[config.mk]
export PLATFORM = sky130hd
export DESIGN_NAME = rwmf_ram
export DESIGN_NICKNAME = d
export VERILOG_FILES = /design/src/rtl/rwmf_ram.sv
export SDC_FILE = /design/constraint.sdc
export NUM_CORES = 2
export LEC_CHECK = 0
export BUFFER_PORTS_ARGS = -buffer_cell sky130_fd_sc_hd__buf_2
export CAP_MARGIN = 5
export CORE_MARGIN = 2
export CORE_UTILIZATION = 63
export DETAILED_ROUTE_END_ITERATION = 16
export PLACE_DENSITY = 0.79
export SYNTH_ARGS = -nofsm -noshare
export SYNTH_HDL_FRONTEND = slang
export SYNTH_SLANG_ARGS = --single-unit
[constraint.sdc]
create_clock -name i_clk -period 3.4 [get_ports i_clk]
set_input_delay 0.68 -clock i_clk [delete_from_list [all_inputs] [get_ports i_clk]]
set_output_delay 0.68 -clock i_clk [all_outputs]
set_load 0.02 [all_outputs]
[src/rtl/rwmf_ram.sv]
// ----------------------------------------------------------------------------
// rwmf_ram
// Generic simple dual-port RAM with one write port and a registered read.
// ----------------------------------------------------------------------------
module rwmf_ram #(
    parameter int WIDTH = 8,
    parameter int DEPTH = 256
) (
    input  logic                     i_clk,
    input  logic                     i_we,
    input  logic [$clog2(DEPTH)-1:0] i_waddr,
    input  logic [WIDTH-1:0]         i_wdata,
    input  logic [$clog2(DEPTH)-1:0] i_raddr,
    output logic [WIDTH-1:0]         o_rdata
);

    logic [WIDTH-1:0] r_mem [DEPTH];
    logic [WIDTH-1:0] r_rdata;

    always_ff @(posedge i_clk) begin
        if (i_we) begin
            r_mem[i_waddr] <= i_wdata;
        end
        r_rdata <= r_mem[i_raddr];
    end

    assign o_rdata = r_rdata;

endmodule

==> flow_metrics.py <==
metrics = {
    "status": {
        "status": "finished, final reports clean",
    },
    "synth": {
        "ys_types": 55,
        "synth_edf_count": 2048,
        "synth.area.top_cells": "edfxtp_1, mux4_2, mux2i_1, nor2_1, a22oi_1",
        "ys_seq_elements": 2056,
        "synth_area_mm2": 0.0796,
        "yosysSeqAreaShare_pct": 77.5,
        "synthCells": 3733,
        "synthArstFlopShare_pct": 0,
        "synth_nets": 3759,
        "avgSynthCellArea_um2": 21.3,
        "ys_warn_count": 0,
        "yosys_most_used_dff": "edfxtp_1",
        "yosysTopAreaCell": "edfxtp_1",
        "yosys.area.top_type_share_pct": 77.3,
    },
    "job": {
        "cap_violations": 0,
    },
    "grt": {
        "grt.total_usage_pct": 32.0,
        "gr-total-overflow": 0,
        "grt_max_degree": 121,
        "antenna_found_initial": 12,
        "grt_pass1_vias": 42500,
        "grt_first_pass_wirelength_um": 296000,
    },
    "routing": {
        "via_count": 42500,
        "drtAntennaViolNets": 0,
        "routed_wl_um": 204000,
        "routedWlPerCell_um": 33.8,
        "first_iter_violations": 6830,
        "vias_per_cell": 7.04,
        "dr.pass1.iters": 7,
        "route.detailed.drc": 0,
    },
    "sta": {
        "worst_slack_ns": 0.115,
        "drv_slew": 0,
        "fin_crit_ns": 3.29,
        "max_slew.worst_pin.slew_ns": 1.24,
        "clock.fmax_mhz": 304,
        "setup_violations": 0,
        "rsz0062_at_grt": "false",
        "hold_viol": 0,
        "fin_skew_ns": 0.0329,
        "max_slew_margin_pct": 16.4,
        "period_share_pct": 96.6,
        "hold_slack_ns": 0.385,
    },
    "clocking": {
        "cts_resized": 0,
        "post_cts_buffers": 0,
        "clkLatencyLatePin_ns": 0.84,
        "cts.htree.levels": 4,
        "cts_hold_buffers": 0,
        "cts_made_buffers": 190,
        "clock_sinks": 2056,
        "max-clock-path-buffers": 3,
        "cts_root_buffer": "clkbuf_16",
        "clkTransAtPathRegs_ns": 0.06,
        "cts_tree": "done",
    },
    "floorplan": {
        "io_pins": 34,
        "core-area_mm2": 0.125,
        "fp.dieArea_mm2": 0.129,
        "rows": 130,
        "die_w_um": 359,
        "die_y_um": 359,
        "initial_utilization_pct": 63.4,
    },
    "power": {
        "finalPower_uw": 51400,
        "ir_worst_vdd_v": 0.000609,
        "cellLeakagePower_uw": 0.0291,
        "powerDensity_mw_per_mm2": 566,
    },
    "critical_path": {
        "slowest_delay_ns": 1.00,
        "arrival_ns": 4.00,
        "end_kind": "register",
        "cp_max_fo": 21,
        "cp.required_ns": 4.11,
        "critPathSlowestCell": "nor4_1",
        "crit_type": "input port to register",
        "start_kind": "input port",
        "cp_cell_sequence": "buf_8 > buf_12 > buf_12 > buf_12 > buf_4 > mux4_2 > o211ai_1 > a21oi_1 > nor4_1 > buf_4 > nor4_2",
        "worst_r2r_path_depth": 6,
        "cp_common_cell": "buf_12",
        "ff2ff_setup_slack_ns": 0.32,
    },
    "layout": {
        "layout_commonest_cell": "edfxtp_1",
        "final_cell_mix": "edfxtp_1, mux4_2, buf_4",
        "fin_nets": 4255,
        "drive_gt1_share_pct": 28.6,
        "area_growth_pct": 14.3,
        "utilization_pct": 72.5,
        "fin_cells": 6033,
    },
    "placement": {
        "dpl_worst_slack_ns": -0.665,
        "portBuffers": 33,
        "gp_congestion": 0.895,
        "dp_hpwl_um": 123000,
        "dp_cells": 5687,
    },
    "worst_hold_path": {
        "holdPathStages": 1,
        "hp-class": "input port to register",
    },
}
==> metrics by stage <==
| step | instance area (um^2) | setup TNS [ns] |
|---|---|---|
| 3_5_place_dp | 84900 | -2.22 |
| 3_3_place_gp | 84900 | -2.05 |
| 2_1_floorplan | 79600 | 0 |
| 5_1_grt | 90900 | 0 |
| 6_report | 90900 | 0 |
| 4_1_cts | 90900 | 0 |
==> final timing paths <==
path,startpoint,endpoint
max,i_raddr[0],o_rdata[2]$_DFF_P_
min,i_wdata[3],r_mem[203][3]$_DFFE_PP_
max reg2reg,r_mem[83][2]$_DFFE_PP_,o_rdata[2]$_DFF_P_
min reg2reg,r_mem[103][7]$_DFFE_PP_,o_rdata[7]$_DFF_P_
==> final cells by class <==
cell class                 count  area [um^2]
antenna                        6         15.0
multi-input combinational   1442        16500
sequential                  2056        61700
fill                        6653        34500
timing repair buffer         537         4720
clock buffer                 238         4980
clock inverter               102          981
inverter                       2         7.51
tap                         1650         2060
==> critical path, delay by kind of cell <==
| family | cells | cell delay (ns) |
|---|---|---|
| muxes | 1 | 0.51 |
| buffers and inverters | 6 | 1.33 |
| and+or+nand+nor | 2 | 1.04 |
| AOI/OAI and AO/OA | 2 | 0.36 |
==> cells in the mapped netlist, drive strengths merged, types with 5 or more instances <==
library cell  count
nand2            33
nor3             22
o22a              5
o21ai            12
mux2i           134
a2111oi           5
nor2b            31
a211oi           16
o32ai             5
a22o              8
and2              6
a21oi            96
dfxtp             8
o211ai           10
a22oi           133
o22ai            28
buf             122
nand4            10
clkbuf          111
nand3            34
nand2b            8
nor2            282
mux4            456
nor4             27
edfxtp         2048
a221oi           14
o221ai           47
==> routing by layer <==
layer  part of all wire [%]  GRT usage, %  vias to the layer above
met5                   0.11             0                        -
met4                    4.7          13.7                       14
met3                     13          7.90                      582
met2                     48          49.7                     3365
met1                     34          44.1                    21800
li1                       -             -                    16700
==> registers in the layout (all words and copies together) (netlist names) <==
register and count:
o_rdata 8, r_mem 2048
==> kinds of logic (layout without fill, tap and decap cells) <==
logic type | Yosys count | in the layout | share of synthesized area [%]
buffers and inverters | 235 | 879 | 1.83
AND/OR/NAND/NOR | 466 | 466 | 2.63
multiplexers | 591 | 591 | 14.6
flip-flops | 2056 | 2056 | 77.5
AO/OA/AOI/OAI | 385 | 385 | 3.42
other | 0 | 6 | 0
==> where the power goes <==
group	leakage (uW)	internal [uW]	switching [uW]
Sequential	0.0185	27900	61.5
Combinational	0.00779	1020	1730
Clock	0.00287	11400	9280
Total	0.0291	40300	11100
Note: power is estimated with default switching activity, not from simulation.
