==> src/rtl/rwmf_pkg.sv <==
// ----------------------------------------------------------------------------
// rwmf_pkg
// Constants, types and register codes shared by the RGB window median filter.
// ----------------------------------------------------------------------------
package rwmf_pkg;

    localparam int MAX_RADIUS     = 2;
    localparam int MAX_LINE_BYTES = 4096;
    localparam int COMPONENTS     = 3;
    localparam int MAX_FRAME_ROWS = 4096;

    localparam int WIN_SIDE = 2 * MAX_RADIUS + 1;
    localparam int WIN_N    = WIN_SIDE * WIN_SIDE;
    localparam int WIN_MID  = WIN_N / 2;
    localparam int TAP_LEN  = COMPONENTS * 2 * MAX_RADIUS + 1;
    localparam int LINES    = 2 * MAX_RADIUS;
    localparam int ADDR_W   = $clog2(MAX_LINE_BYTES);
    localparam int LAG_MAX  = MAX_RADIUS * MAX_LINE_BYTES + COMPONENTS * MAX_RADIUS;
    localparam int PEND_W   = $clog2(LAG_MAX + 2);

    localparam int RAD_W   = 2;
    localparam int LB_W    = 13;
    localparam int CNT_W   = 12;
    localparam int PADDR_W = 4;
    localparam int PDATA_W = 32;

    typedef logic [7:0] t_byte;
    typedef logic [WIN_N-1:0][7:0] t_win;
    typedef logic [LINES-1:0][7:0] t_line_word;

    typedef struct packed {
        logic  border;
        logic  last;
        t_byte center;
    } t_info;

    typedef enum logic {
        OP_PIXEL = 1'b0,
        OP_PAD   = 1'b1
    } t_op;

    typedef enum logic [1:0] {
        REG_RADIUS_ROWS = 2'd0,
        REG_RADIUS_COLS = 2'd1,
        REG_LINE_BYTES  = 2'd2,
        REG_FRAME_ROWS  = 2'd3
    } t_reg_idx;

endpackage

==> src/rtl/rwmf_median.sv <==
// ----------------------------------------------------------------------------
// rwmf_median
// Two-stage rank selector returning the middle element of a padded window.
// ----------------------------------------------------------------------------
module rwmf_median (
    input  logic           i_clk,
    input  logic           i_rst_n,
    input  logic           i_en,
    input  logic           i_valid,
    input  rwmf_pkg::t_win  i_win,
    input  rwmf_pkg::t_info i_info,
    output logic           o_valid,
    output rwmf_pkg::t_byte o_median,
    output rwmf_pkg::t_info o_info
);
    import rwmf_pkg::*;

    logic                  r_v1, r_v2;
    t_win                  r_win1, r_win2;
    t_info                 r_info1, r_info2;
    logic [WIN_N-1:0][WIN_N-1:0] r_lt;
    logic [WIN_N-1:0][WIN_N-1:0] w_lt;
    t_byte                 w_median;

    always_comb begin
        for (int i = 0; i < WIN_N; i++) begin
            for (int j = 0; j < WIN_N; j++) begin
                w_lt[i][j] = (r_win1[j] < r_win1[i]) || ((r_win1[j] == r_win1[i]) && (j < i));
            end
        end
    end

    always_ff @(posedge i_clk) begin
        if (!i_rst_n) begin
            r_v1 <= 1'b0;
            r_v2 <= 1'b0;
        end else if (i_en) begin
            r_v1 <= i_valid;
            r_v2 <= r_v1;
        end
    end

    always_ff @(posedge i_clk) begin
        if (i_en) begin
            r_win1  <= i_win;
            r_info1 <= i_info;
            r_lt    <= w_lt;
            r_win2  <= r_win1;
            r_info2 <= r_info1;
        end
    end

    always_comb begin
        w_median = '0;
        for (int i = 0; i < WIN_N; i++) begin
            if ($countones(r_lt[i]) == WIN_MID) begin
                w_median = w_median | r_win2[i];
            end
        end
    end

    assign o_valid  = r_v2;
    assign o_median = w_median;
    assign o_info   = r_info2;

endmodule

==> config.mk <==
export PLATFORM = sky130hd
export DESIGN_NAME = rwmf_median
export DESIGN_NICKNAME = d
export VERILOG_FILES = /design/src/rtl/rwmf_pkg.sv /design/src/rtl/rwmf_median.sv
export SDC_FILE = /design/constraint.sdc
export NUM_CORES = 2
export LEC_CHECK = 0
export BUFFER_PORTS_ARGS = -buffer_cell sky130_fd_sc_hd__buf_2
export CAP_MARGIN = 20
export CORE_AREA = 2 2 419 421
export CTS_CLUSTER_SIZE = 24
export DETAILED_ROUTE_END_ITERATION = 6
export DIE_AREA = 0 0 421 423
export GPL_TIMING_DRIVEN = 0
export PLACE_DENSITY = 0.76
export SLEW_MARGIN = 20
export SYNTH_ARGS = -nofsm -noshare
export SYNTH_HDL_FRONTEND = slang
export SYNTH_SLANG_ARGS = --single-unit
export TNS_END_PERCENT = 100
==> constraint.sdc <==
create_clock -name i_clk -period 12 [get_ports i_clk]
set_clock_uncertainty 0.1 [all_clocks]
set_input_delay 2.4 -clock i_clk [delete_from_list [all_inputs] [get_ports i_clk]]
set_output_delay 2.4 -clock i_clk [all_outputs]
set_load 0.05 [all_outputs]
==> load_flow_metrics.sql <==
INSERT INTO impl_metrics (metric_group, metric, value, unit) VALUES
('drt', 'totalWireLength', '425000', 'um'),
('drt', 'detail_route.vias_per_cell', '7.10', ''),
('worst_setup_path', 'r2r_cells', '5', ''),
('sta', 'shortest_clock_period_the_worst_path_allows_after_layout', '11.19', 'ns'),
('place', 'placed_area', '0.112', 'mm2'),
('sta', 'max_slew.worst_pin.slew', '1.31', 'ns'),
('power_and_ir_drop', 'power', '33.6', 'mW'),
('worst_setup_path', 'critical_path.max_fanout', '6', ''),
('drt', 'drt_drc_violations_left', '4', ''),
('power_and_ir_drop', 'worst_ir_drop_vdd', '0.000637', 'V'),
('sta', 'fmaxAchievable', '89.4', 'MHz'),
('clocking', 'cts_hold_buf', '0', ''),
('synth', 'synth.largest_area_cell', 'sky130_fd_sc_hd__ha_1', ''),
('worst_setup_path', 'reg2reg_to', 'r_lt[586]', ''),
('worst_setup_path', 'crit_path_start_kind', 'flop', ''),
('synth', 'synth-edff-count', '1020', ''),
('worst_setup_path', 'crit_path_end', 'o_median[5]', ''),
('worst_setup_path', 'worst_path_top_cell_family_by_delay', 'adder cells', ''),
('sta', 'grt_setup_unrepaired', 'false', ''),
('floorplan', 'dieHeight', '423', 'um'),
('worst_setup_path', 'worst_path_largest_cell_delay', '0.97', 'ns'),
('global_routing', 'grt_start_max_net_pins', '137', ''),
('drt', 'antenna_left', '0', ''),
('global_routing', 'number_of_antenna_violations_at_the_first_check_in_global_routing', '52', ''),
('worst_setup_path', 'path_depth', '20', ''),
('synth', 'most_common_flop_cell_mapped_by_yosys', 'sky130_fd_sc_hd__edfxtp_1', ''),
('floorplan', 'num_io_pins', '233', ''),
('global_routing', 'grtUsageTotal', '47.0', '%'),
('worst_setup_path', 'critPathCaptureType', 'primary output', ''),
('synth', 'ys_seq_elements', '1022', ''),
('outcome', 'failed_checks', 'design-rule violations', ''),
('place', 'place_ws', '2.05', 'ns'),
('final_layout', 'final_net_count', '13346', ''),
('global_routing', 'vias_in_the_first_global_route', '85932', ''),
('worst_setup_path', 'crit_path_frequent_cell', 'sky130_fd_sc_hd__fa_1', ''),
('worst_setup_path', 'critPathArrivalTime', '8.69', 'ns'),
('clocking', 'cts.repair_timing.setup_buffer_count', '0', ''),
('drt', 'wire_per_inst', '34.7', 'um'),
('final_layout', 'post_route_cells_drive_above_1_share', '7.81', '%'),
('clocking', 'tritoncts', 'built', ''),
('floorplan', 'start_util', '59.9', '%'),
('final_layout', 'seqCellArea', '0.0307', 'mm2'),
('synth', 'synth.lib_cells_used.distinct', '72', ''),
('worst_setup_path', 'timing.critical_path.buf_inv', '7', ''),
('final_layout', 'nFillCells', '12544', ''),
('global_routing', 'leftover_overflow_at_the_end_of_global_routing', '0', ''),
('clocking', 'htree_num_levels', '4', ''),
('floorplan', 'coreArea', '0.173', 'mm2'),
('clocking', 'cts.clk_slew.worst_paths', '0.06', 'ns'),
('outcome', 'status', 'finished, violations left', ''),
('final_layout', 'post-route-cell-area', '0.117', 'mm2'),
('sta', 'setup_total_negative_slack', '0', 'ns'),
('worst_setup_path', 'timing.critical_path.from', 'r_lt[30]', ''),
('global_routing', 'global_route_wire_length_before_repair', '594000', 'um'),
('drt', 'num_vias', '86868', ''),
('synth', 'mappedNetlistNets', '12738', ''),
('sta', 'maxSlewViolCount', '0', ''),
('final_layout', 'area_growth', '12.5', '%'),
('sta', 'setup_ws', '0.811', 'ns'),
('clocking', 'cts_buffers', '133', ''),
('synth', 'postSynth.asyncResetShare', '0', '%'),
('clocking', 'clock_tree.root_cell', 'sky130_fd_sc_hd__clkbuf_16', ''),
('synth', 'syn_std_cell_area', '0.104', 'mm2'),
('place', 'placed_cells_incl_taps', '11963', ''),
('clocking', 'clk_path_buf_depth', '3', ''),
('place', 'hpwl_after_detailed_placement', '326000', 'um'),
('sta', 'slew-limit-headroom', '12.0', '%'),
('floorplan', 'design.die.area', '0.178', 'mm2'),
('worst_setup_path', 'critical_path.slowest_cell', 'sky130_fd_sc_hd__nor4b_1', ''),
('clocking', 'cts_sinks', '1022', ''),
('final_layout', 'multi_input_area', '0.0699', 'mm2');
-- final cells by class --
cell class,instances,share of cell area [%]
antenna,23,0.0493
buffer,4,0.0257
clock buffer,150,2.93
clock inverter,92,0.877
inverter,829,2.67
multi-input combinational,7315,59.9
sequential,1022,26.3
tap,2325,2.49
timing repair buffer,473,4.76
-- flip-flops by register name (all words and copies together) (netlist names) --
signal	count
r_lt	600
r_win1	200
r_win2	200
o_info	10
r_info1	10
o_valid	1
r_v1	1
-- power by group --
| part | internal, mW | switching [mW] | total [mW] |
|---|---|---|---|
| Sequential | 4.44 | 0.487 | 4.93 |
| Combinational | 8.51 | 15.9 | 24.4 |
| Clock | 2.39 | 1.81 | 4.21 |
| Total | 15.3 | 18.2 | 33.6 |
-- worst min-delay path by stage --
stage	cells after the start	startpoint	to
6_report	0	r_info1[0]	o_info[0]
5_1_grt	0	r_info1[6]	o_info[6]
4_1_cts	0	r_info1[6]	o_info[6]
3_5_place_dp	0	r_info1[6]	o_info[6]
3_3_place_gp	0	r_info1[2]	o_info[2]
2_1_floorplan	0	r_info1[0]	o_info[0]
-- placed cells by master, fill, tap and decap left out, drive strengths merged, types with 8 or more instances in the layout --
cell type  netlist  routed
ha            2887    2887
edfxtp        1020    1020
o21ai          878     878
inv            829     834
a21oi          623     623
nand4          612     612
a21o           607     607
buf              3     476
fa             467     467
nor2b          312     312
nand2b         307     307
o21a           305     305
clkbuf           1     151
clkinv           0      61
nand3           38      38
diode            0      23
nand2           20      20
a22oi           18      18
nor4            18      18
nor3b           16      16
and2            16      16
bufinv           0      15
nand3b          14      14
o211ai          14      14
a32oi           13      13
a22o            13      13
mux2i           12      12
clkinvlp         0      11
o2111ai         10      10
nor3            10      10
a222oi           8       8
-- cell families (layout without fill, tap and decap cells) --
family | Yosys count | count (layout) | synth area share (%)
fa+ha+maj | 3354 | 3354 | 43.9
compound gates | 2527 | 2527 | 14.8
simple gates | 1412 | 1412 | 8.51
flops | 1022 | 1022 | 29.6
buf+inv | 833 | 1548 | 3.03
mux | 12 | 12 | 0.119
xor+xnor | 10 | 10 | 0.0845
other cells | 0 | 23 | 0
-- metal layers --
layer / wire length, um / track usage, %
met3: 64900 / 18.3
met4: 46900 / 41.7
met1: 145000 / 56.0
met2: 167000 / 65.7
met5: 259 / 0
-- synth_stat cells, drive strengths merged (8+ instances only) --
library cell  instances
ha                 2887
edfxtp             1020
o21ai               878
inv                 829
a21oi               623
nand4               612
a21o                607
fa                  467
nor2b               312
nand2b              307
o21a                305
nand3                38
nand2                20
a22oi                18
nor4                 18
and2                 16
nor3b                16
nand3b               14
o211ai               14
a22o                 13
a32oi                13
mux2i                12
nor3                 10
o2111ai              10
a222oi                8
(Power assumes the default switching activity.)
